[src/sv/state_vector_gate_engine_assert.svh]
// Assertion macros used by the gate engine back end.
`ifndef STATE_VECTOR_GATE_ENGINE_ASSERT_SVH
`define STATE_VECTOR_GATE_ENGINE_ASSERT_SVH

// Check that cons holds in the same cycle as ante.
`define SVGE_ASSERT_IMP(name, ante, cons) \
  name: assert property (@(posedge clk) disable iff (rst) (ante) |-> (cons)) \
    else $error("svge: same-cycle check failed");

// Check that cons holds in the cycle after ante.
`define SVGE_ASSERT_NEXT(name, ante, cons) \
  name: assert property (@(posedge clk) disable iff (rst) (ante) |=> (cons)) \
    else $error("svge: next-cycle check failed");

`endif

[src/sv/svge_pkg.sv]
// Types and constants shared by the gate engine modules.
package svge_pkg;

  localparam logic [2:0] REQ_INIT = 3'd0;
  localparam logic [2:0] REQ_GATE = 3'd1;
  localparam logic [2:0] REQ_CGATE = 3'd2;
  localparam logic [2:0] REQ_SWAP = 3'd3;
  localparam logic [2:0] REQ_READ = 3'd4;

  localparam int FRAC_BITS = 14;
  localparam int ROUND_HALF = 1 << (FRAC_BITS - 1);
  localparam logic signed [15:0] ONE_Q = 16'sd16384;

  typedef enum logic [1:0] {
    OP_INIT,
    OP_GATE,
    OP_READ,
    OP_REJECT
  } op_t;

  // One classified request, as the back end runs it.
  typedef struct packed {
    op_t              op;
    logic             use_ctl;
    logic             swp;
    logic [3:0]       tq;
    logic [3:0]       cq;
    logic [4:0]       nq;
    logic [9:0]       ridx;
    logic [3:0][15:0] m_re;
    logic [3:0][15:0] m_im;
  } cmd_t;

  // One result beat.
  typedef struct packed {
    logic signed [15:0] re;
    logic signed [15:0] im;
    logic [17:0]        prob;
    logic               status;
  } res_t;

endpackage

[src/sv/svge_front.sv]
// Front end: accepts requests, checks qubit and read indexes and queues commands.
module svge_front #(
  parameter int MAX_QUBITS = 10
) (
  input  logic             clk,
  input  logic             rst,
  input  logic             push,
  output logic             full,
  input  logic [2:0]       req_type,
  input  logic [3:0]       target_qubit,
  input  logic [3:0]       control_qubit,
  input  logic [3:0][15:0] m_re,
  input  logic [3:0][15:0] m_im,
  input  logic [9:0]       read_index,
  input  logic [3:0]       qubit_count,
  output logic             cmd_valid,
  input  logic             cmd_take,
  output svge_pkg::cmd_t   cmd
);

  logic [4:0]     n_eff;
  logic [16:0]    dim;
  svge_pkg::cmd_t cls;
  svge_pkg::cmd_t q [2];
  logic           wp;
  logic           rp;
  logic [1:0]     cnt;

  // Clamp the qubit count into 1..MAX_QUBITS.
  always_comb begin
    if (qubit_count == 4'd0) begin
      n_eff = 5'd1;
    end else if (5'(qubit_count) > 5'(MAX_QUBITS)) begin
      n_eff = 5'(MAX_QUBITS);
    end else begin
      n_eff = 5'(qubit_count);
    end
  end

  assign dim = 17'(1) << n_eff;

  // Classify the request.
  always_comb begin
    cls         = '0;
    cls.tq      = target_qubit;
    cls.cq      = control_qubit;
    cls.nq      = n_eff;
    cls.ridx    = read_index;
    cls.m_re    = m_re;
    cls.m_im    = m_im;
    cls.op      = svge_pkg::OP_REJECT;
    unique case (req_type)
      svge_pkg::REQ_INIT: begin
        cls.op = svge_pkg::OP_INIT;
      end
      svge_pkg::REQ_GATE: begin
        if (5'(target_qubit) < n_eff) cls.op = svge_pkg::OP_GATE;
      end
      svge_pkg::REQ_CGATE: begin
        cls.use_ctl = 1'b1;
        if (5'(target_qubit) < n_eff && 5'(control_qubit) < n_eff &&
            target_qubit != control_qubit) cls.op = svge_pkg::OP_GATE;
      end
      svge_pkg::REQ_SWAP: begin
        // Swap runs as a controlled pair exchange with an X matrix.
        cls.use_ctl = 1'b1;
        cls.swp     = 1'b1;
        cls.m_re    = {16'd0, svge_pkg::ONE_Q, svge_pkg::ONE_Q, 16'd0};
        cls.m_im    = '0;
        if (5'(target_qubit) < n_eff && 5'(control_qubit) < n_eff)
          cls.op = svge_pkg::OP_GATE;
      end
      svge_pkg::REQ_READ: begin
        if (17'(read_index) < dim) cls.op = svge_pkg::OP_READ;
      end
      default: begin
        cls.op = svge_pkg::OP_REJECT;
      end
    endcase
  end

  assign full      = (cnt == 2'd2);
  assign cmd_valid = (cnt != 2'd0);
  assign cmd       = q[rp];

  // Hold classified commands until the back end takes them.
  always_ff @(posedge clk) begin
    if (rst) begin
      wp  <= 1'b0;
      rp  <= 1'b0;
      cnt <= 2'd0;
    end else begin
      if (push && !full) begin
        q[wp] <= cls;
        wp    <= ~wp;
      end
      if (cmd_take) rp <= ~rp;
      cnt <= cnt + 2'(push && !full) - 2'(cmd_take);
    end
  end

endmodule

[config.mk]
export PLATFORM = sky130hd
export DESIGN_NAME = svge_front
export DESIGN_NICKNAME = d
export VERILOG_FILES = /design/src/sv/state_vector_gate_engine_assert.svh /design/src/sv/svge_pkg.sv /design/src/sv/svge_front.sv
export SDC_FILE = /design/constraint.sdc
export NUM_CORES = 1
export LEC_CHECK = 0
export ABC_AREA = 1
export BUFFER_PORTS_ARGS = -buffer_cell sky130_fd_sc_hd__clkbuf_2
export CORE_AREA = 5 5 156 158
export DETAILED_ROUTE_END_ITERATION = 8
export DIE_AREA = 0 0 161 163
export PLACE_DENSITY = 0.85
export SLEW_MARGIN = 20
export SYNTH_ARGS = -nofsm -noshare
export SYNTH_HDL_FRONTEND = slang
export SYNTH_SLANG_ARGS = --single-unit
[constraint.sdc]
create_clock -name clk -period 36.5 [get_ports clk]
set_input_delay 5.475 -clock clk [delete_from_list [all_inputs] [get_ports clk]]
set_output_delay 5.475 -clock clk [all_outputs]
set_load 0.01 [all_outputs]
* After elaboration in Yosys (flattened, before gate mapping)
Memory sizes are Yosys's and may differ from the RTL's. A register that Yosys moved wholly into a read port is not among the register bits.
Cells that the tools add are included.
** Storage, ports and cells
- Register bits :: 4
- Memory bits (writable) :: 308
- Input bits :: 157
- Logic and storage cells :: 42
- Memories kept :: 1
** Memory list
- q :: words 2, bits a word 154, read ports 1, clocked after memory_dff 1, write ports 1, RTL line svge_front.sv:24 : svge_pkg::cmd_t q [2];
** Cells by class
- Add/sub/neg operators :: 2
- Order comparisons :: 4
- Eq/ne operators :: 6
- Shift-type cells :: 1
- Mux-type cells :: 15
- Bitwise operators :: 2
- Reduce and logical (&&, ||, !) cells :: 8
** Operator list (count)
- 2-to-1 mux 128 bit :: 1
- less-than comparator 10 x 17 -> 1 bit :: 1
- << shifter 1 x 5 -> 17 bit (first input constant) :: 1
- less-than comparator 4 x 5 -> 1 bit :: 2
- one-hot mux 2 bit (5 select lines) :: 1
- 2-to-1 mux 1 bit :: 8
- 2-to-1 mux 4 bit :: 2
- == test 3 x 2 -> 1 bit (second input constant) :: 2
- 2-to-1 mux 2 bit :: 3
- greater-than comparator 4 bit (second input constant) :: 1
- zero test 4 bit :: 1
- inequality test 4 bit :: 1
- == test 3 x 1 -> 1 bit (second input constant) :: 1
- == test 3 bit (second input constant) :: 1
- logical AND 1 bit :: 3
- zero test 3 bit :: 1
- adder 2 x 1 -> 2 bit :: 1
- == test 2 bit (second input constant) :: 1
- NOT 1 bit :: 2
- nonzero test 2 bit :: 1
- OR reduction 2 bit :: 1
- subtractor 2 x 1 -> 2 bit :: 1
- zero test 1 bit :: 1

* Depth between registers and ports, before layout
Gate-level depths: netlist of the first run.
- Depth in word-level cells :: 8
- Depth in mapped cells :: 17

* Least setup slack after synthesis of the first run
Ideal clock, no wire load.
- Kind :: input -> register
- From :: in push
- To :: mem q[1][0] in the netlist's numbering (enable)
- Arrival time :: 16.812 ns
- Data required time :: 35.609 ns
- Slack :: 18.798 ns
- Stages on the path :: 2
- Path buffers :: 0
- Cell sequence :: o21ai_0 nor3b_1
** On the way
- Cells in the longest elaborated chain, start to end :: 4
** Ends and longest elaborated chain
- start, declared :: RTL line svge_front.sv:7 : input logic push,
- logical AND 1 bit :: RTL line svge_front.sv:93 : if (push && !full) begin
- 2-to-1 mux 1 bit :: RTL line svge_front.sv:93
- 2-to-1 mux 1 bit :: RTL line svge_front.sv:88 : if (rst) begin
- 2-to-1 mux 1 bit (not written as such) :: RTL line svge_front.sv:94 : q[wp] <= cls;
- end, declared :: RTL line svge_front.sv:24
No other way between the ends.

==> flow_summary.toml, run 1 <==
[grt]
grt_pass1_vias = 8100
antenna_found_initial = 0
grt_overflow = 0
grt_max_degree = 86
grt_pass1_wl_um = 41300
grt_use_total_pct = 19.6

[die]
die_h_um = 163
die_x_um = 161
pin_count = 314
core-area_sq_um = 23000
die-area_sq_um = 26200
rows = 56
initial_core_util_pct = 56.6

[clock_tree]
cts_tree = "done"
cts_sinks = 313
clockBufferDepth = 3
clk_pin_slew_ps = 60
numCtsBuffers = 31
cts_setup_buffers = 0
clkLatencyLatePin_ps = 540
cts_hold_buf = 0
cts_resized = 0
cts-root-buf = "clkbuf_16"
h-tree-depth = 1

[finish]
post-route-util_pct = 68.1
regArea_sq_um = 9350
area_growth_pct = 20.2
stdcell_count = 1514
drive_above_1_share_pct = 43.1
nNetsFinal = 1377
n_antenna_cell = 0
multi_input_area_sq_um = 2860
n_fill_cell = 1581
finalInstanceArea_sq_um = 15600

[worst_setup_path]
crit_path_start_kind = "flop"
slowest_stage = "buf_4"
crit_chain = "buf_4 -> mux2_2 -> clkbuf_2"
critPathMaxFanout = 69
end_kind = "output pin"
crit_type = "flop to output pin"
crit_family = "buffers and inverters"
crit_buf_inv = 2
crit_required_ps = 31020
cp_data_arrival_time_ps = 2460
slowest_delay_ps = 770

[logic_synthesis]
yosysSeqAreaShare_pct = 71.9
avgSynthCellArea_sq_um = 14.7
synthAdderAreaFrac_pct = 1.63
synth_top_family_by_area = "multiplexers"
muxShareOfSynthArea_pct = 13.3
synth_simple_gate_area_share_pct = 6.02
yosysWarnings = 0
syn_inst = 884
ys_ff_latch = 313
synth_area_sq_um = 13000
synthesis.nets = 1058
synth_compound_area_share_pct = 0.702
synth_cell_type_count = 24
synthXorXnorAreaFrac_pct = 0.202

[placement]
dp_hpwl_um = 18100
io_buffers = 312
dp_slack_ps = 28810
place.gp.congestion = 0.902
dpl_cell_area_sq_um = 14800
dpl.cell_count = 1460

[routing]
drt_wl_total_um = 26600
drt_iter0_markers = 418
vias = 7771
drc = 0
drt_pass1_iterations = 5
vias_per_cell = 5.13
postRouteAntennaNets = 0
drt-wirelength-per-cell_um = 17.5

[sta]
fin_setup_tns_ps = 0
maxSlewHeadroom_pct = 32.3
fmax_ghz = 0.126
period_share_pct = 21.7
drv_slew = 0
tightest_slew_ps = 1020
min_period_ps = 7940
finalSetupViolCount = 0
hold_viol_final = 0
clock_skew_ps = 9.54
fin_ws_ps = 28560
rsz0062_at_grt = "no"

[run_status]
status = "finished clean"

[pwr]
ir_drop_v = 0.0000335
power_density_nw_per_um2 = 51.6
leakage_nw = 6.53

[hold_path]
hold_path.class = "flop to flop"

[run]
maxCapViolations = 0
path summary, 6_finish.rpt:
| path | startpoint | to | slack [ps] | depth (start not counted) |
|---|---|---|---|---|
| max | flop | cmd[8] | 28560 | 3 |
| min | wp | wp | 480 | 2 |
| max reg2reg | cnt[0] | q[0][11] | 33990 | 4 |
| min reg2reg | wp | wp | 480 | 2 |
sequential cells by signal, indices dropped and copies added (netlist names), named ones only:
name and cells:
cnt 2, q 308, rp 1, wp 1
layout by cell type (no fill, tap or decap), types with 4 or more instances in the layout:
cell type	count
mux2_2	154
nand3_1	11
ha_1	17
clkbuf_2	312
clkbuf_16	31
buf_4	6
clkbuf_1	13
clkinv_2	5
inv_1	148
or2_2	4
nor2_1	139
edfxtp_1	308
a21oi_1	9
dfxtp_1	4
nand2_1	30
per-layer routing:
layer,global-route usage [%],up-vias,wire [um]
met4,6.01,0,673
li1,-,3668,-
met2,34.8,307,13600
met3,4.66,56,2020
met1,24.2,3740,10200
met5,0,-,0
cells by family after synthesis:
family / count (synthesis)
DFF: 313
AOI/OAI and AO/OA: 17
xor gates and xnor gates: 3
adders and majority gates: 17
buffers and inverters: 184
muxes: 154
and+or+nand+nor: 195
other: 1
area by class of cell:
type,count,share of cell area [%]
Clock inverter,10,0.328
Inverter,151,3.64
Sequential cell,313,59.8
Clock buffer,44,5.27
Timing Repair Buffer,319,10.3
Tap cell,290,2.32
Multi-Input combinational cell,387,18.3
metrics by stage:
stage	total power, W	hold WS, ps
floorplan	0.000502	443
global placement	0.000535	468
detailed placement	0.000538	471
CTS	0.000815	478
global route	0.000842	492
finish	0.000806	476
synth_stat cells, drive strengths merged:
library cell / count / share of area [%]
or2: 4 / 0.19
inv: 151 / 4.4
o22ai: 1 / 0.048
dfxtp: 5 / 0.77
edfxtp: 308 / 71
a21o: 2 / 0.12
mux2: 154 / 13
nand4: 2 / 0.096
a21oi: 9 / 0.35
buf: 33 / 1.9
nor3b: 2 / 0.12
nor2: 143 / 4.2
conb: 1 / 0.029
nand2: 33 / 1.0
xnor2: 3 / 0.20
o21ai: 5 / 0.19
nand3: 11 / 0.42
ha: 17 / 1.6
worst min-delay path: cells and delay by family, from the launching register on:
family,cells,cell delay (ps)
compound gates,1,60
flops,1,310
simple gates,1,60
where the power goes:
part           internal [W]  total [W]  switching, W
Clock              0.000156   0.000276      0.000121
Combinational     0.0000445   0.000105     0.0000600
Sequential         0.000420   0.000425    0.00000524
Note: power is estimated with default switching activity, not from simulation.
==> inputs of run 2 (changes only) <==
--- a/config.mk
+++ b/config.mk
@@ -7,10 +7,10 @@
 export LEC_CHECK = 0
 export ABC_AREA = 1
 export BUFFER_PORTS_ARGS = -buffer_cell sky130_fd_sc_hd__clkbuf_2
-export CORE_AREA = 5 5 156 158
+export CORE_AREA = 5 5 162 164
 export DETAILED_ROUTE_END_ITERATION = 8
-export DIE_AREA = 0 0 161 163
-export PLACE_DENSITY = 0.85
+export DIE_AREA = 0 0 167 169
+export PLACE_DENSITY = 0.79
 export SLEW_MARGIN = 20
 export SYNTH_ARGS = -nofsm -noshare
 export SYNTH_HDL_FRONTEND = slang
==> constraint.sdc (replaced) <==
create_clock -name clk -period 8.2 [get_ports clk]
set_input_delay 1.23 -clock clk [delete_from_list [all_inputs] [get_ports clk]]
set_output_delay 1.23 -clock clk [all_outputs]
set_load 0.01 [all_outputs]
==> run 2 against run 1 <==
  * Clock skew decreased by 2.9 ps
  * Power rose to 4.7 times the previous value
  * Final cell count up 3.0%
  * Sequential power increased to 4.5 times the previous value
  * First-iteration DRC count is 33% higher
  * Flip-flop and latch count unchanged
  * Clock-buffer cell count is the same
  * Setup slack got worse by 24000 ps
  * Combinational power increased to 4.4 times the previous value
  * Design area increased by 1.6%
  * Critical path type unchanged
  * Largest power group unchanged
==> flow_summary.toml, run 2 (same netlist as run 1, synthesis figures left out) <==
[finish]
top_register = "q"
largest_reg_flops = 308
layout_common_cells = "312 x clkbuf_2, 308 x edfxtp_1, 154 x mux2_2"
final_common_cell = "clkbuf_2"
area_growth_pct = 22.2
reg_top3 = "q x308, cnt x2"
nNetsFinal = 1380
drive_above_1_share_pct = 43.6

[placement]
io_buffers = 312
dp_hpwl_um = 18200
dp_slack_ps = 4630
place.gp.congestion = 0.828

[sta]
drv_slew = 0
period_share_pct = 46.1
hold_slack_ps = 516
maxSlewHeadroom_pct = 32.1
fmax_ghz = 0.264
min_period_ps = 3780
clock_skew_ps = 6.64
rsz0062_at_grt = "no"
hold_viol_final = 0
finalSetupViolCount = 0
fin_setup_tns_ps = 0
tightest_slew_ps = 1020
fin_ws_ps = 4420

[hold_path]
min_to = "wp"
min_path_cells = 2
hold_path.class = "flop to flop"
hold_start = "wp"

[clock_tree]
cts-root-buf = "clkbuf_16"
clockBufferDepth = 3
clk_pin_slew_ps = 60
numCtsBuffers = 34
cts_hold_buf = 0
cts_resized = 0
cts_setup_buffers = 0
cts_sinks = 313
clkLatencyLatePin_ps = 490
h-tree-depth = 2
cts_tree = "done"

[worst_setup_path]
end_kind = "output pin"
reg2reg_to = "q[0][96]"
r2r_slack_ps = 5540
r2r_cells = 4
cp_data_arrival_time_ps = 2550
crit_type = "flop to output pin"
crit_required_ps = 6970
critPathMaxFanout = 64
crit_path_start_kind = "flop"
r2r-start = "cnt[0]"

[die]
core-area_sq_um = 24700
die_h_um = 169
die_x_um = 167
initial_core_util_pct = 52.6
die-area_sq_um = 28200
pin_count = 314
rows = 58

[grt]
grt_overflow = 0
grt_max_degree = 76
grt_pass1_wl_um = 41900
grt_pass1_vias = 8166
grt_use_total_pct = 18.6
antenna_found_initial = 1

[routing]
drc = 0
drt_iter0_markers = 555
drt_pass1_iterations = 4
postRouteAntennaNets = 0
drt_wl_total_um = 26900
drt-wirelength-per-cell_um = 17.3
vias_per_cell = 4.92
vias = 7674

[pwr]
power_density_nw_per_um2 = 240
ir_drop_v = 0.000144
leakage_nw = 6.64

[run]
maxCapViolations = 0

[run_status]
status = "finished clean"
run 2: cell count changes in the layout (fill, tap and decap cells not counted), moves of 2 or more:
cell       delta
clkbuf_1      -6
clkinv_1      +2
clkbuf_16     +6
bufinv_16     +2
run 2: layer usage:
layer / track usage, % / up-vias / share of wire [%]
met5: 0 / - / 0
li1: - / 3669 / -
met4: 5.51 / 0 / 2.3
met3: 4.97 / 48 / 7.7
met1: 22.7 / 3689 / 39
met2: 32.6 / 268 / 51
run 2: how the worst max path moves through the flow:
stage	endpoint	slack (ps)	cells past startpoint
6_report	cmd[109]	4420	3
5_1_grt	cmd[129]	4280	3
3_3_place_gp	q[0][105]	4680	5
4_1_cts	cmd[109]	4360	3
3_5_place_dp	q[0][78]	4630	5
2_1_floorplan	q[1][0]	260	2
run 2: stage by stage:
stage | total power [W] | cells | util, % | instance area (sq um)
after floorplan | 0.00222 | 884 | - | 13000
after global placement | 0.00239 | 1500 | 59.9 | 14800
after detailed placement | 0.00240 | 1500 | 59.9 | 14800
after CTS | 0.00386 | 1558 | 64.2 | 15900
after global routing | 0.00398 | 1559 | 64.2 | 15900
final | 0.00382 | 1559 | 64.2 | 15900
run 2: worst max-delay path, cell delays in order, from the launching register on:
cell,delay [ps]
dfxtp_4,670
buf_4,730
mux2_2,440
clkbuf_2,140
run 2: layout make-up:
type / instances / area [sq um]
diodes: 1 / 2.50
multi-input cells: 387 / 2870
well taps: 330 / 413
fillers: 1861 / 8850
clock inverters: 14 / 125
inverters: 151 / 569
clock buffers: 44 / 952
flip-flops and latches: 313 / 9350
repair buffers: 319 / 1610
run 2: power by group:
| part | internal, W | switching [W] | leakage [nW] |
|---|---|---|---|
| clock | 0.000882 | 0.000574 | 0.522 |
| sequential | 0.00187 | 0.0000263 | 2.87 |
| combinational | 0.000198 | 0.000266 | 3.24 |
