## config.mk

```make
export PLATFORM = sky130hd
export DESIGN_NAME = svge_rq
export DESIGN_NICKNAME = d
export VERILOG_FILES = /design/src/sv/state_vector_gate_engine_assert.svh /design/src/sv/svge_pkg.sv /design/src/sv/svge_rq.sv
export SDC_FILE = /design/constraint.sdc
export NUM_CORES = 1
export LEC_CHECK = 0
export BUFFER_PORTS_ARGS = -buffer_cell sky130_fd_sc_hd__buf_2
export CORE_MARGIN = 3
export CORE_UTILIZATION = 56
export DETAILED_ROUTE_END_ITERATION = 10
export PLACE_DENSITY = 0.85
export SYNTH_ARGS = -nofsm -noshare
export SYNTH_HDL_FRONTEND = slang
export SYNTH_SLANG_ARGS = --single-unit
export TNS_END_PERCENT = 5
```

## constraint.sdc

```tcl
create_clock -name clk -period 10.16 [get_ports clk]
set_input_delay 0.508 -clock clk [delete_from_list [all_inputs] [get_ports clk]]
set_output_delay 0.508 -clock clk [all_outputs]
set_load 0.01 [all_outputs]
```

## src/sv/state_vector_gate_engine_assert.svh

```systemverilog
// Assertion macros used by the gate engine back end.
`ifndef STATE_VECTOR_GATE_ENGINE_ASSERT_SVH
`define STATE_VECTOR_GATE_ENGINE_ASSERT_SVH

// Check that cons holds in the same cycle as ante.
`define SVGE_ASSERT_IMP(name, ante, cons) \
  name: assert property (@(posedge clk) disable iff (rst) (ante) |-> (cons)) \
    else $error("svge: same-cycle check failed");

// Check that cons holds in the cycle after ante.
`define SVGE_ASSERT_NEXT(name, ante, cons) \
  name: assert property (@(posedge clk) disable iff (rst) (ante) |=> (cons)) \
    else $error("svge: next-cycle check failed");

`endif

```

## src/sv/svge_pkg.sv

```systemverilog
// Types and constants shared by the gate engine modules.
package svge_pkg;

  localparam logic [2:0] REQ_INIT = 3'd0;
  localparam logic [2:0] REQ_GATE = 3'd1;
  localparam logic [2:0] REQ_CGATE = 3'd2;
  localparam logic [2:0] REQ_SWAP = 3'd3;
  localparam logic [2:0] REQ_READ = 3'd4;

  localparam int FRAC_BITS = 14;
  localparam int ROUND_HALF = 1 << (FRAC_BITS - 1);
  localparam logic signed [15:0] ONE_Q = 16'sd16384;

  typedef enum logic [1:0] {
    OP_INIT,
    OP_GATE,
    OP_READ,
    OP_REJECT
  } op_t;

  // One classified request, as the back end runs it.
  typedef struct packed {
    op_t              op;
    logic             use_ctl;
    logic             swp;
    logic [3:0]       tq;
    logic [3:0]       cq;
    logic [4:0]       nq;
    logic [9:0]       ridx;
    logic [3:0][15:0] m_re;
    logic [3:0][15:0] m_im;
  } cmd_t;

  // One result beat.
  typedef struct packed {
    logic signed [15:0] re;
    logic signed [15:0] im;
    logic [17:0]        prob;
    logic               status;
  } res_t;

endpackage

```

## src/sv/svge_rq.sv

```systemverilog
// Result queue: two beats between the back end and the result port.
module svge_rq (
  input  logic           clk,
  input  logic           rst,
  input  logic           wr,
  input  svge_pkg::res_t wr_data,
  output logic           full,
  input  logic           pop,
  output logic           empty,
  output svge_pkg::res_t head
);

  svge_pkg::res_t q [2];
  logic           wp;
  logic           rp;
  logic [1:0]     cnt;

  assign full  = (cnt == 2'd2);
  assign empty = (cnt == 2'd0);
  assign head  = q[rp];

  // Advance pointers on write and pop.
  always_ff @(posedge clk) begin
    if (rst) begin
      wp  <= 1'b0;
      rp  <= 1'b0;
      cnt <= 2'd0;
    end else begin
      if (wr && !full) begin
        q[wp] <= wr_data;
        wp    <= ~wp;
      end
      if (pop && !empty) rp <= ~rp;
      cnt <= cnt + 2'(wr && !full) - 2'(pop && !empty);
    end
  end

endmodule

```

Word level (Yosys, flattened, before mapping). Memories as Yosys holds them, arrays and structs flattened. A register that Yosys moved wholly into a read port is not among the register bits. Index checks and enable logic that the tools add are counted.

Register bits: 4. RAM bits: 102. Input port bits: 55. Output and inout port bits: 53. Word-level logic and storage cells: 19. Memories kept: 1.

$add $sub $neg: 2. Equal/unequal tests: 1. Mux-type cells: 5. Bitwise logic cells: 2. Reduce and logical (&&, ||, !) cells: 5.

Memories: q (depth 2, width 51, read ports 1, clocked after Yosys merged registers in 1, wr ports 1, line svge_rq.sv:13) `svge_pkg::res_t q [2];`.

Operators by type and width (number): 1-bit two-way mux (5); 2-bit by 1-bit adder with 2-bit output (1); 2-bit equality test (second input constant) (1); 1-bit logical AND (2); 1-bit logical NOT (2); 2-bit logical NOT (1); 1-bit NOT (2); 2-bit by 1-bit subtractor with 2-bit output (1).

Longest topological paths before layout. Gate-level depths: netlist of the first run.

Depth in word-level cells: 6. Depth in mapped cells: 8. Depth with buffers taken out: 8.

Worst setup path before layout of the first run. No wires, ideal clock.

Kind: reg2reg. From: reg cnt[1]. To: mem q[1][0] in the netlist's numbering (enable). Library setup time: 0.534 ns. Arrival time: 4.360 ns. Data required time: 9.626 ns. Setup slack: 5.266 ns. Stages on the path, launching flop included: 4. Path buffers: 0. Clock period less this slack: 4.894 ns. Cells stage by stage: dfxtp_1 > nor2b_4 > nand2b_4 > nor3b_1.

Cells in the longest elaborated chain, start to end: 6.

Ends and longest elaborated chain: start, declared (line svge_rq.sv:16) `logic [1:0] cnt;`; start signal, assigned (line svge_rq.sv:34) `cnt <= cnt + 2'(wr && !full) - 2'(pop && !empty);`; 2-bit equality test (line svge_rq.sv:18) `assign full = (cnt == 2'd2);`; via full (line svge_rq.sv:7) `output logic full,`; 1-bit logical NOT (line svge_rq.sv:29) `if (wr && !full) begin`; 1-bit logical AND (line svge_rq.sv:29); 1-bit two-way mux (line svge_rq.sv:29); 1-bit two-way mux (line svge_rq.sv:24) `if (rst) begin`; 1-bit two-way mux (not written as such) (line svge_rq.sv:30) `q[wp] <= wr_data;`; end, declared (line svge_rq.sv:13).

The timed path passes the listed nets, and every way through them passes these cells.

==> impl_metrics.csv, run 1 <==
group,metric,value,unit
drt,routed_wl,6630,um
min_path,worstHoldPathCells,1,
grt,antenna_found_initial,0,
timing,drv_slew,0,
floorplanning,die_area,8110,um2
yosys,syn-num-nets,241,
floorplanning,pin_count,108,
cells_and_area,drive_gt1_frac,0.589,
setup_path,crit_fanout,51,
timing,worst_pin_slew,1200,ps
power,power_switching,0.000287,W
clock_network,tritoncts,"done",
clock_network,path_clk_slew,100,ps
power,internal-power,0.000802,W
placement,globalplace.congestion,0.692,
timing,rsz0062_at_grt,"false",
power,seqPwrFrac,0.529,
timing,finalHoldViolCount,0,
yosys,ys_seq_area_frac,0.799,
grt,grtUsageTotal,0.166,
drt,firstDrtPassIters,4,
power,clkPwrFrac,0.248,
grt,grt_max_degree,52,
timing,setup_tns,0,ps
clock_network,clkLatencyLatePin,350,ps
clock_network,numCtsBuffers,9,
setup_path,crit_arrival,2080,ps
cells_and_area,area.growth.synth_to_final,20.9,%
yosys,synth_top_family_by_area,"multiplexers",
yosys,muxShareOfSynthArea,0.149,
yosys,syn_area_per_cell,21.5,um2
timing,clock_skew,8.01,ps
yosys,ys_top_cells_by_area,"edfxtp_1, mux2_2, dfxtp_1, buf_6, mux2_1",
clock_network,cts_resized,0,
floorplanning,die_h,90.1,um
yosys,ys_warn_count,0,
yosys,synthAdderAreaFrac,0.00632,
clock_network,cts_hold_repair.buffers,0,
drt,drt-wirelength-per-cell,16.7,um
drt,viasPerCell,5.07,
timing,setup_violations,0,
yosys,synth-edff-count,102,
clock_network,h-tree-depth,3,
yosys,synth_ff_type,"edfxtp_1",
floorplanning,rows,30,
power,p_leak,1.77,nW
grt,grt-ovfl-total,0,
yosys,synthXorXnorAreaFrac,0.00443,
run,maxCapViolCount,0,
timing,maxSlewHeadroom,0.200,
yosys,yosysUniqueCellTypes,18,
power,power_frac_comb,0.223,
yosys,postSynthCellCount,184,
timing,fin_ws,7570,ps
setup_path,rr_worst_depth,4,
clock_network,clk_path_buf_depth,2,
clock_network,cts_root_buf,"clkbuf_8",
grt,grt_pass1_wl,10200,um
timing,min_period,2590,ps
clock_network,cts_setup_buffers,0,
drt,drt_iter0_drc,89,
power,p_per_area,228,nW/um2
setup_path,critPathLaunchType,"register",
cells_and_area,fillers,483,
drt,vias,2017,
placement,numPortBuffers,107,
setup_path,setup.worst_path.class,"register to output port",
floorplanning,start_util,0.579,
drt,ant_nets,0,
drt,route.detailed.drc,0,
power,swShare,0.263,
clock_network,cts_num_sinks,107,
cells_and_area,num-nets-final,355,
yosys,synth_compound_area_frac,0.00190,
yosys,synth_top_area_share,0.774,
yosys,synthArstFlopShare,0,
yosys,synth-seq-cells,107,
yosys,synthSimpleGateAreaFrac,0.0212,
floorplanning,design.core.area,6830,um2
placement,pre_cts_slack,7660,ps
power,ir_drop,0.168,mV
setup_path,cp-end-kind,"output port",
cells_and_area,diodes,0,
yosys,yosys-top-cells-count,"edfxtp_1, mux2_2, buf_6",
yosys,synth_top_cell_by_area,"edfxtp_1",
setup_path,cp_data_required_time,9650,ps
floorplanning,fp.dieW,90.1,um
placement,dpl.hpwl,4380,um
timing,fin_crit_sh,0.255,
timing,timing.fmax,386,MHz
run_status,status,"finished, final reports clean",
yosys,synth_most_common_cell,"edfxtp_1",
min_path,min_path_type,"input pin to register",
grt,first_global_vias,2117,
yosys,synth_area,3960,um2
-- through the flow --
step | std cells | cell area [um2] | power, W | hold slack, ps | util
2_1_floorplan | 184 | 3960 | 0.000750 | 481 | -
3_3_place_gp | 383 | 4570 | 0.000823 | 509 | 0.669
3_5_place_dp | 383 | 4570 | 0.000831 | 535 | 0.669
4_1_cts | 398 | 4780 | 0.00110 | 320 | 0.700
5_1_grt | 398 | 4780 | 0.00114 | 313 | 0.700
6_report | 398 | 4780 | 0.00109 | 334 | 0.700
-- layout make-up --
type,count,area [um2],area share
Clock buffer,9,124,0.0259
Clock inverter,6,88.8,0.0186
Inverter,1,3.75,0.000785
Multi-Input combinational cell,70,733,0.153
Sequential cell,107,3160,0.661
Tap cell,96,120,0.0251
Timing Repair Buffer,109,551,0.115
-- power groups by stage --
stage | Sequential (W) | Combinational (W) | Clock (W)
2_1_floorplan | 0.000557 | 0.000193 | 0
3_3_place_gp | 0.000583 | 0.000240 | 0
3_5_place_dp | 0.000587 | 0.000244 | 0
4_1_cts | 0.000577 | 0.000246 | 0.000277
5_1_grt | 0.000584 | 0.000261 | 0.000294
6_report | 0.000576 | 0.000242 | 0.000270
-- registers in the layout (all words and copies together) (netlist names), named ones only --
register / cells
rp: 1
q: 102
cnt: 2
wp: 1
-- critical path: stages, from the launching register on --
cell	delay, ps
dfxtp_2	1130
mux2_2	440
buf_2	140
-- final timing paths --
check	startpoint	endpoint	slack, ps
worst max-delay path	register	head[41]	7570
worst min-delay path	wr_data[16]	q[1][16]$_DFFE_PP_	330
worst max register to register	cnt[0]$_SDFF_PP0_	q[1][20]$_DFFE_PP_	7760
worst min register to register	rp$_SDFFE_PP0P_	rp$_SDFFE_PP0P_	550
-- placed cells by master, fill, tap and decap left out, drive strengths merged, types with 3 or more instances in the layout --
cell type	netlist	routed
buf	6	109
clkbuf	0	9
dfxtp	5	5
edfxtp	102	102
mux2	52	52
nor2	5	5
nor2b	3	3
-- logic make-up (layout without fill, tap and decap cells) --
logic type | after synthesis | after routing
xor+xnor | 2 | 2
simple gates | 13 | 13
flops | 107 | 107
mux | 52 | 52
fa+ha+maj | 2 | 2
compound gates | 1 | 1
buf+inv | 7 | 125
-- routing by layer --
metal,track usage,share of wire,wire length (um),vias up
met5,0,0,0,-
met4,0.0612,0.014,91,0
met3,0.0527,0.075,500,9
met2,0.294,0.51,3400,81
met1,0.186,0.40,2640,986
li1,-,-,-,941
Note: power is estimated with default switching activity, not from simulation.
==> run 2: changes to the inputs <==
Settings changed: CORE_UTILIZATION 56 to 47, PLACE_DENSITY 0.85 to 0.76.
Clock period 10.16 ns to 2.25 ns, I/O delays scaled along.
==> run 2 against run 1 <==
Against the previous run:
- combinational power grew to 5.5 times the previous value
- clock-buffer cell count increased by 1
- total power rose to 4.5 times the previous value
- flip-flop and latch count unchanged
- register-to-register slack worse by 7200 ps
- sequential share of layout area fell by 6.7 points
- hold slack lost 260 ps
- non-clock buffer count up 55
- worst setup slack worse by 7000 ps
==> impl_metrics.csv, run 2 (synthesis results as in run 1) <==
group,metric,value,unit
setup_path,r2r_setup_slack,580,ps
clock_network,clkLatencyLatePin,350,ps
placement,globalplace.congestion,0.664,
grt,grt_max_degree,42,
floorplanning,rows,32,
min_path,worstHoldPathCells,2,
grt,grt_pass1_wl,11300,um
clock_network,cts_num_sinks,107,
setup_path,crit_arrival,1590,ps
setup_path,setup.worst_path.class,"register to output port",
power,internal-power,0.00350,W
timing,fin_crit_sh,0.758,
clock_network,h-tree-depth,3,
setup_path,crit_fanout,30,
cells_and_area,layout_commonest_cell,"buf_2",
cells_and_area,regMostFlops,"q",
cells_and_area,drive_gt1_frac,0.511,
cells_and_area,design_area,5330,um2
drt,routed_wl,7240,um
cells_and_area,area.growth.synth_to_final,34.6,%
power,ir_drop,0.592,mV
timing,clock_skew,6.91,ps
drt,firstDrtPassIters,4,
placement,placed_area,4640,um2
floorplanning,die_area,9560,um2
cells_and_area,num-nets-final,410,
cells_and_area,mostFrequentLayoutCells,"buf_2, edfxtp_1, dlygate4sd3_1",
floorplanning,die_h,97.8,um
setup_path,rr_worst_depth,8,
clock_network,clk_path_buf_depth,2,
cells_and_area,diodes,0,
timing,setup_tns,0,ps
drt,drt-wirelength-per-cell,15.7,um
placement,dpl.hpwl,4430,um
setup_path,r2r_end,"cnt[1]$_SDFF_PP0_",
cells_and_area,fillers,544,
clock_network,path_clk_slew,100,ps
power,power_frac_comb,0.274,
timing,maxSlewHeadroom,0.735,
grt,antenna_found_initial,0,
timing,drv_slew,0,
floorplanning,pin_count,108,
setup_path,cp-end-kind,"output port",
grt,first_global_vias,2390,
drt,route.detailed.drc,0,
clock_network,cts_setup_buffers,0,
floorplanning,start_util,0.497,
clock_network,cts_root_buf,"clkbuf_8",
power,swShare,0.278,
timing,timing.fmax,586,MHz
power,power_switching,0.00135,W
timing,finalHoldViolCount,0,
setup_path,r2r_start,"cnt[1]$_SDFF_PP0_",
cells_and_area,reg.largest.list,"q x102, cnt x2",
min_path,min_path_type,"input pin to register",
min_path,whs_endpoint,"rp$_SDFFE_PP0P_",
grt,grt-ovfl-total,0,
min_path,min_from,"rst",
cells_and_area,largest_reg_flops,102,
timing,setup_violations,0,
drt,drt_iter0_drc,76,
power,seqPwrFrac,0.509,
power,p_per_area,911,nW/um2
clock_network,tritoncts,"done",
floorplanning,fp.dieW,97.8,um
placement,numPortBuffers,107,
run_status,status,"finished, final reports clean",
setup_path,cp_data_required_time,2140,ps
run,maxCapViolCount,0,
grt,grtUsageTotal,0.153,
timing,min_period,1710,ps
clock_network,numCtsBuffers,9,
power,p_leak,2.00,nW
drt,ant_nets,0,
setup_path,critPathLaunchType,"register",
power,clkPwrFrac,0.216,
drt,viasPerCell,4.81,
timing,rsz0062_at_grt,"false",
cells_and_area,multi_input_area,746,um2
cells_and_area,seq_area,3170,um2
drt,vias,2213,
timing,worst_pin_slew,398,ps
floorplanning,design.core.area,7970,um2
## run 2: changes by cell type in the layout (fill, tap and decap cells not counted), moves of 2 or more
| cell | before | now |
|---|---|---|
| buf_4 | 2 | 5 |
| bufinv_16 | 2 | 0 |
| dfxtp_1 | 4 | 2 |
| dfxtp_2 | 1 | 3 |
| dlygate4sd3_1 | 0 | 51 |
| inv_8 | 0 | 2 |
## run 2: through the flow
step / power, W / hold slack [ps] / cells / setup slack [ps] / utilization
after floorplan: 0.00339 / 177 / 184 / -134 / -
after global placement: 0.00377 / 301 / 393 / 649 / 0.582
after detailed placement: 0.00380 / 304 / 393 / 594 / 0.582
after CTS: 0.00491 / 57.4 / 460 / 514 / 0.668
after global routing: 0.00511 / 65.1 / 460 / 461 / 0.668
final: 0.00485 / 71.6 / 460 / 544 / 0.668
## run 2: worst max path at each step
| stage | startpoint | cells after the start | to |
|---|---|---|---|
| after floorplan | cnt[1]$_SDFF_PP0_ | 3 | q[1][0]$_DFFE_PP_ |
| after global placement | cnt[1]$_SDFF_PP0_ | 8 | cnt[1]$_SDFF_PP0_ |
| after detailed placement | cnt[1]$_SDFF_PP0_ | 8 | cnt[1]$_SDFF_PP0_ |
| after CTS | register | 3 | head[8] |
| after global routing | register | 3 | head[40] |
| final | register | 3 | head[37] |
## run 2: area by class of cell
class	count	share of cell area
Multi-Input combinational cell	70	0.140
Clock inverter	6	0.00940
Sequential cell	107	0.595
Tap cell	102	0.0240
Inverter	1	0.000705
Clock buffer	10	0.0240
Timing Repair Buffer	164	0.207
## run 2: critical path, stage by stage (launching register included)
cell     delay [ps]
dfxtp_2         330
buf_4           350
mux2_2          390
buf_2           140
## run 2: power groups by stage
stage,Sequential (W),Combinational (W),Clock (W)
3_5_place_dp,0.00252,0.00128,0
3_3_place_gp,0.00251,0.00127,0
5_1_grt,0.00249,0.00144,0.00117
4_1_cts,0.00247,0.00135,0.00109
6_report,0.00247,0.00133,0.00105
2_1_floorplan,0.00250,0.000881,0
## run 2: repair_timing
action,CTS,global route
hold endpoints to repair,102,0
hold buffers,51,0
resized for setup,0,0
setup endpoints to repair,0,0
## run 2: routing by layer
metal / share of wire / GRT usage / wire length (um)
met1: 0.41 / 0.180 / 2990
met2: 0.52 / 0.272 / 3760
met3: 0.053 / 0.0371 / 387
met4: 0.014 / 0.0543 / 99
met5: 0 / 0 / 0
==> run 3: changes to the inputs <==
Settings changed: CORE_UTILIZATION 47 to 52, PLACE_DENSITY 0.76 to 0.79.
Clock period 2.25 ns to 1.6 ns, I/O delays scaled along.
==> run 3 against run 2 <==
Against the previous run:
- the flow now finishes with violations (setup timing)
- clock-buffer cell count rose by 1
- critical path depth is 5 higher
- worst setup slack got worse by 560 ps
- via count up 2.7%
- combinational power up 59%
- utilization up 8.1 points
- hold slack improved by 5.8 ps
- sequential power grew 42%
- final cell count up 0.43%
- highest routed layer unchanged
==> impl_metrics.csv, run 3 (synthesis results as in run 1) <==
group,metric,value,unit
timing,maxSlewHeadroom,0.822,
cells_and_area,fillers,444,
timing,timing.fmax,620,MHz
power,total_power,0.00715,W
clock_network,h-tree-depth,3,
grt,grtUsageTotal,0.171,
setup_path,r2r_setup_slack,-10,ps
timing,drv_slew,0,
grt,antenna_found_initial,0,
placement,place_inst,391,
floorplanning,die_h,93.2,um
drt,vias,2272,
cells_and_area,regMostFlops,"q",
floorplanning,design.core.area,7330,um2
clock_network,tritoncts,"done",
drt,drt-wirelength-per-cell,16.5,um
clock_network,cts_num_sinks,107,
cells_and_area,area.growth.synth_to_final,38.9,%
grt,grt-ovfl-total,0,
run_status,violations,"setup timing",
cells_and_area,reg.largest.list,"q x102, cnt x2",
timing,fin_crit_sh,1.01,
drt,ant_nets,0,
clock_network,clk_path_buf_depth,2,
floorplanning,die_area,8690,um2
cells_and_area,num-nets-final,415,
cells_and_area,largest_reg_flops,102,
cells_and_area,layout_commonest_cell,"buf_2",
setup_path,crit_fanout,3,
cells_and_area,fin_util,0.750,
setup_path,slowest_stage,"dfxtp_2",
grt,grt_max_degree,32,
grt,first_global_vias,2345,
setup_path,crit_path_max_incr_delay,350,ps
setup_path,setup.worst_path.class,"register to register",
drt,firstDrtPassIters,4,
floorplanning,pin_count,108,
drt,viasPerCell,4.92,
floorplanning,fp.dieW,93.2,um
cells_and_area,drive_gt1_frac,0.532,
power,ir_drop,0.921,mV
clock_network,cts_root_buf,"clkbuf_8",
run,maxCapViolCount,0,
timing,rsz0062_at_grt,"true",
setup_path,critPathLaunchType,"register",
power,p_leak,2.05,nW
drt,route.detailed.drc,0,
clock_network,path_clk_slew,80,ps
timing,clock_skew,5.19,ps
setup_path,crit_arrival,1880,ps
timing,finalHoldViolCount,0,
drt,drt_iter0_drc,79,
timing,fin_ws,-13.2,ps
grt,grt_pass1_wl,11100,um
cells_and_area,mostFrequentLayoutCells,"buf_2, edfxtp_1, dlygate4sd3_1",
timing,worst_pin_slew,267,ps
timing,hold_slack,77.4,ps
setup_path,cp_data_required_time,1870,ps
cells_and_area,fin_cells,462,
placement,globalplace.congestion,0.725,
timing,setup_violations,1,
setup_path,critical_path.most_common_cell,"ha_4",
power,p_per_area,1300,nW/um2
cells_and_area,design_area,5500,um2
cells_and_area,diodes,0,
setup_path,path_cells,"nor2b_4 -> nand2b_4 -> ha_4 -> inv_2 -> ha_4 -> xor2_2 -> and2_4 -> nor3_4",
floorplanning,rows,31,
drt,routed_wl,7640,um
clock_network,numCtsBuffers,9,
clock_network,clkLatencyLatePin,350,ps
placement,dpl.hpwl,4540,um
min_path,min_path_type,"input pin to register",
floorplanning,start_util,0.540,
placement,placed_area,4690,um2
timing,min_period,1610,ps
run_status,status,"finished, violations left",
setup_path,cp-end-kind,"register",
cells_and_area,seq_area,3170,um2
cells_and_area,multi_input_area,798,um2
placement,numPortBuffers,107,
-- run 3: changes by cell type in the layout (fill, tap and decap cells not counted), sizes merged --
cell	before	now
clkbuf	10	12
buf	113	117
inv	3	1
bufinv	0	1
-- run 3: routing by layer --
layer,global-route usage,wire length [um]
met1,0.212,3250
met2,0.293,3870
met3,0.0370,359
met4,0.0708,164
met5,0,0
-- run 3: per-stage QoR --
step | setup WS, ps | TNS (ps)
final | -13.2 | -13.2
after global routing | -57.4 | -1210
after CTS | -22.9 | -22.9
after detailed placement | -55.6 | -55.6
after global placement | 47.8 | 0
after floorplan | -784 | -73750
-- run 3: path summary, 6_finish.rpt --
path / to / from / cells after the start
min reg2reg: rp$_SDFFE_PP0P_ / rp$_SDFFE_PP0P_ / 2
max: cnt[1]$_SDFF_PP0_ / cnt[1]$_SDFF_PP0_ / 8
max reg2reg: cnt[1]$_SDFF_PP0_ / cnt[1]$_SDFF_PP0_ / 8
min: rp$_SDFFE_PP0P_ / rst / 2
-- run 3: repair_timing --
action | 4_1_cts | 5_1_grt
buffers inserted | 1 | 2
pin swaps | 0 | 4
gates cloned | 0 | 1
hold buffers | 51 | 0
resized for setup | 2 | 10
endpoints found under the setup margin | 21 | 53
hold endpoints to repair | 102 | 0
-- run 3: area by class of cell --
type / instances / share of cell area
inverter: 1 / 0.000683
sequential: 107 / 0.577
tap: 99 / 0.0225
clock buffer: 11 / 0.0239
clock inverter: 5 / 0.00979
timing repair buffer: 169 / 0.221
multi-input combinational: 70 / 0.145
-- run 3: critical path, delay by kind of cell, from the launching register on --
| kind | cells | cell delay, ps |
|---|---|---|
| and+or+nand+nor | 4 | 590 |
| DFF | 1 | 350 |
| buffers and inverters | 1 | 40 |
| adders and majority gates | 2 | 410 |
| xor gates and xnor gates | 1 | 150 |
-- run 3: power by group --
group | switching, W | internal [W]
Combinational | 0.00101 | 0.00110
Sequential | 0.000114 | 0.00339
Clock | 0.000815 | 0.000717
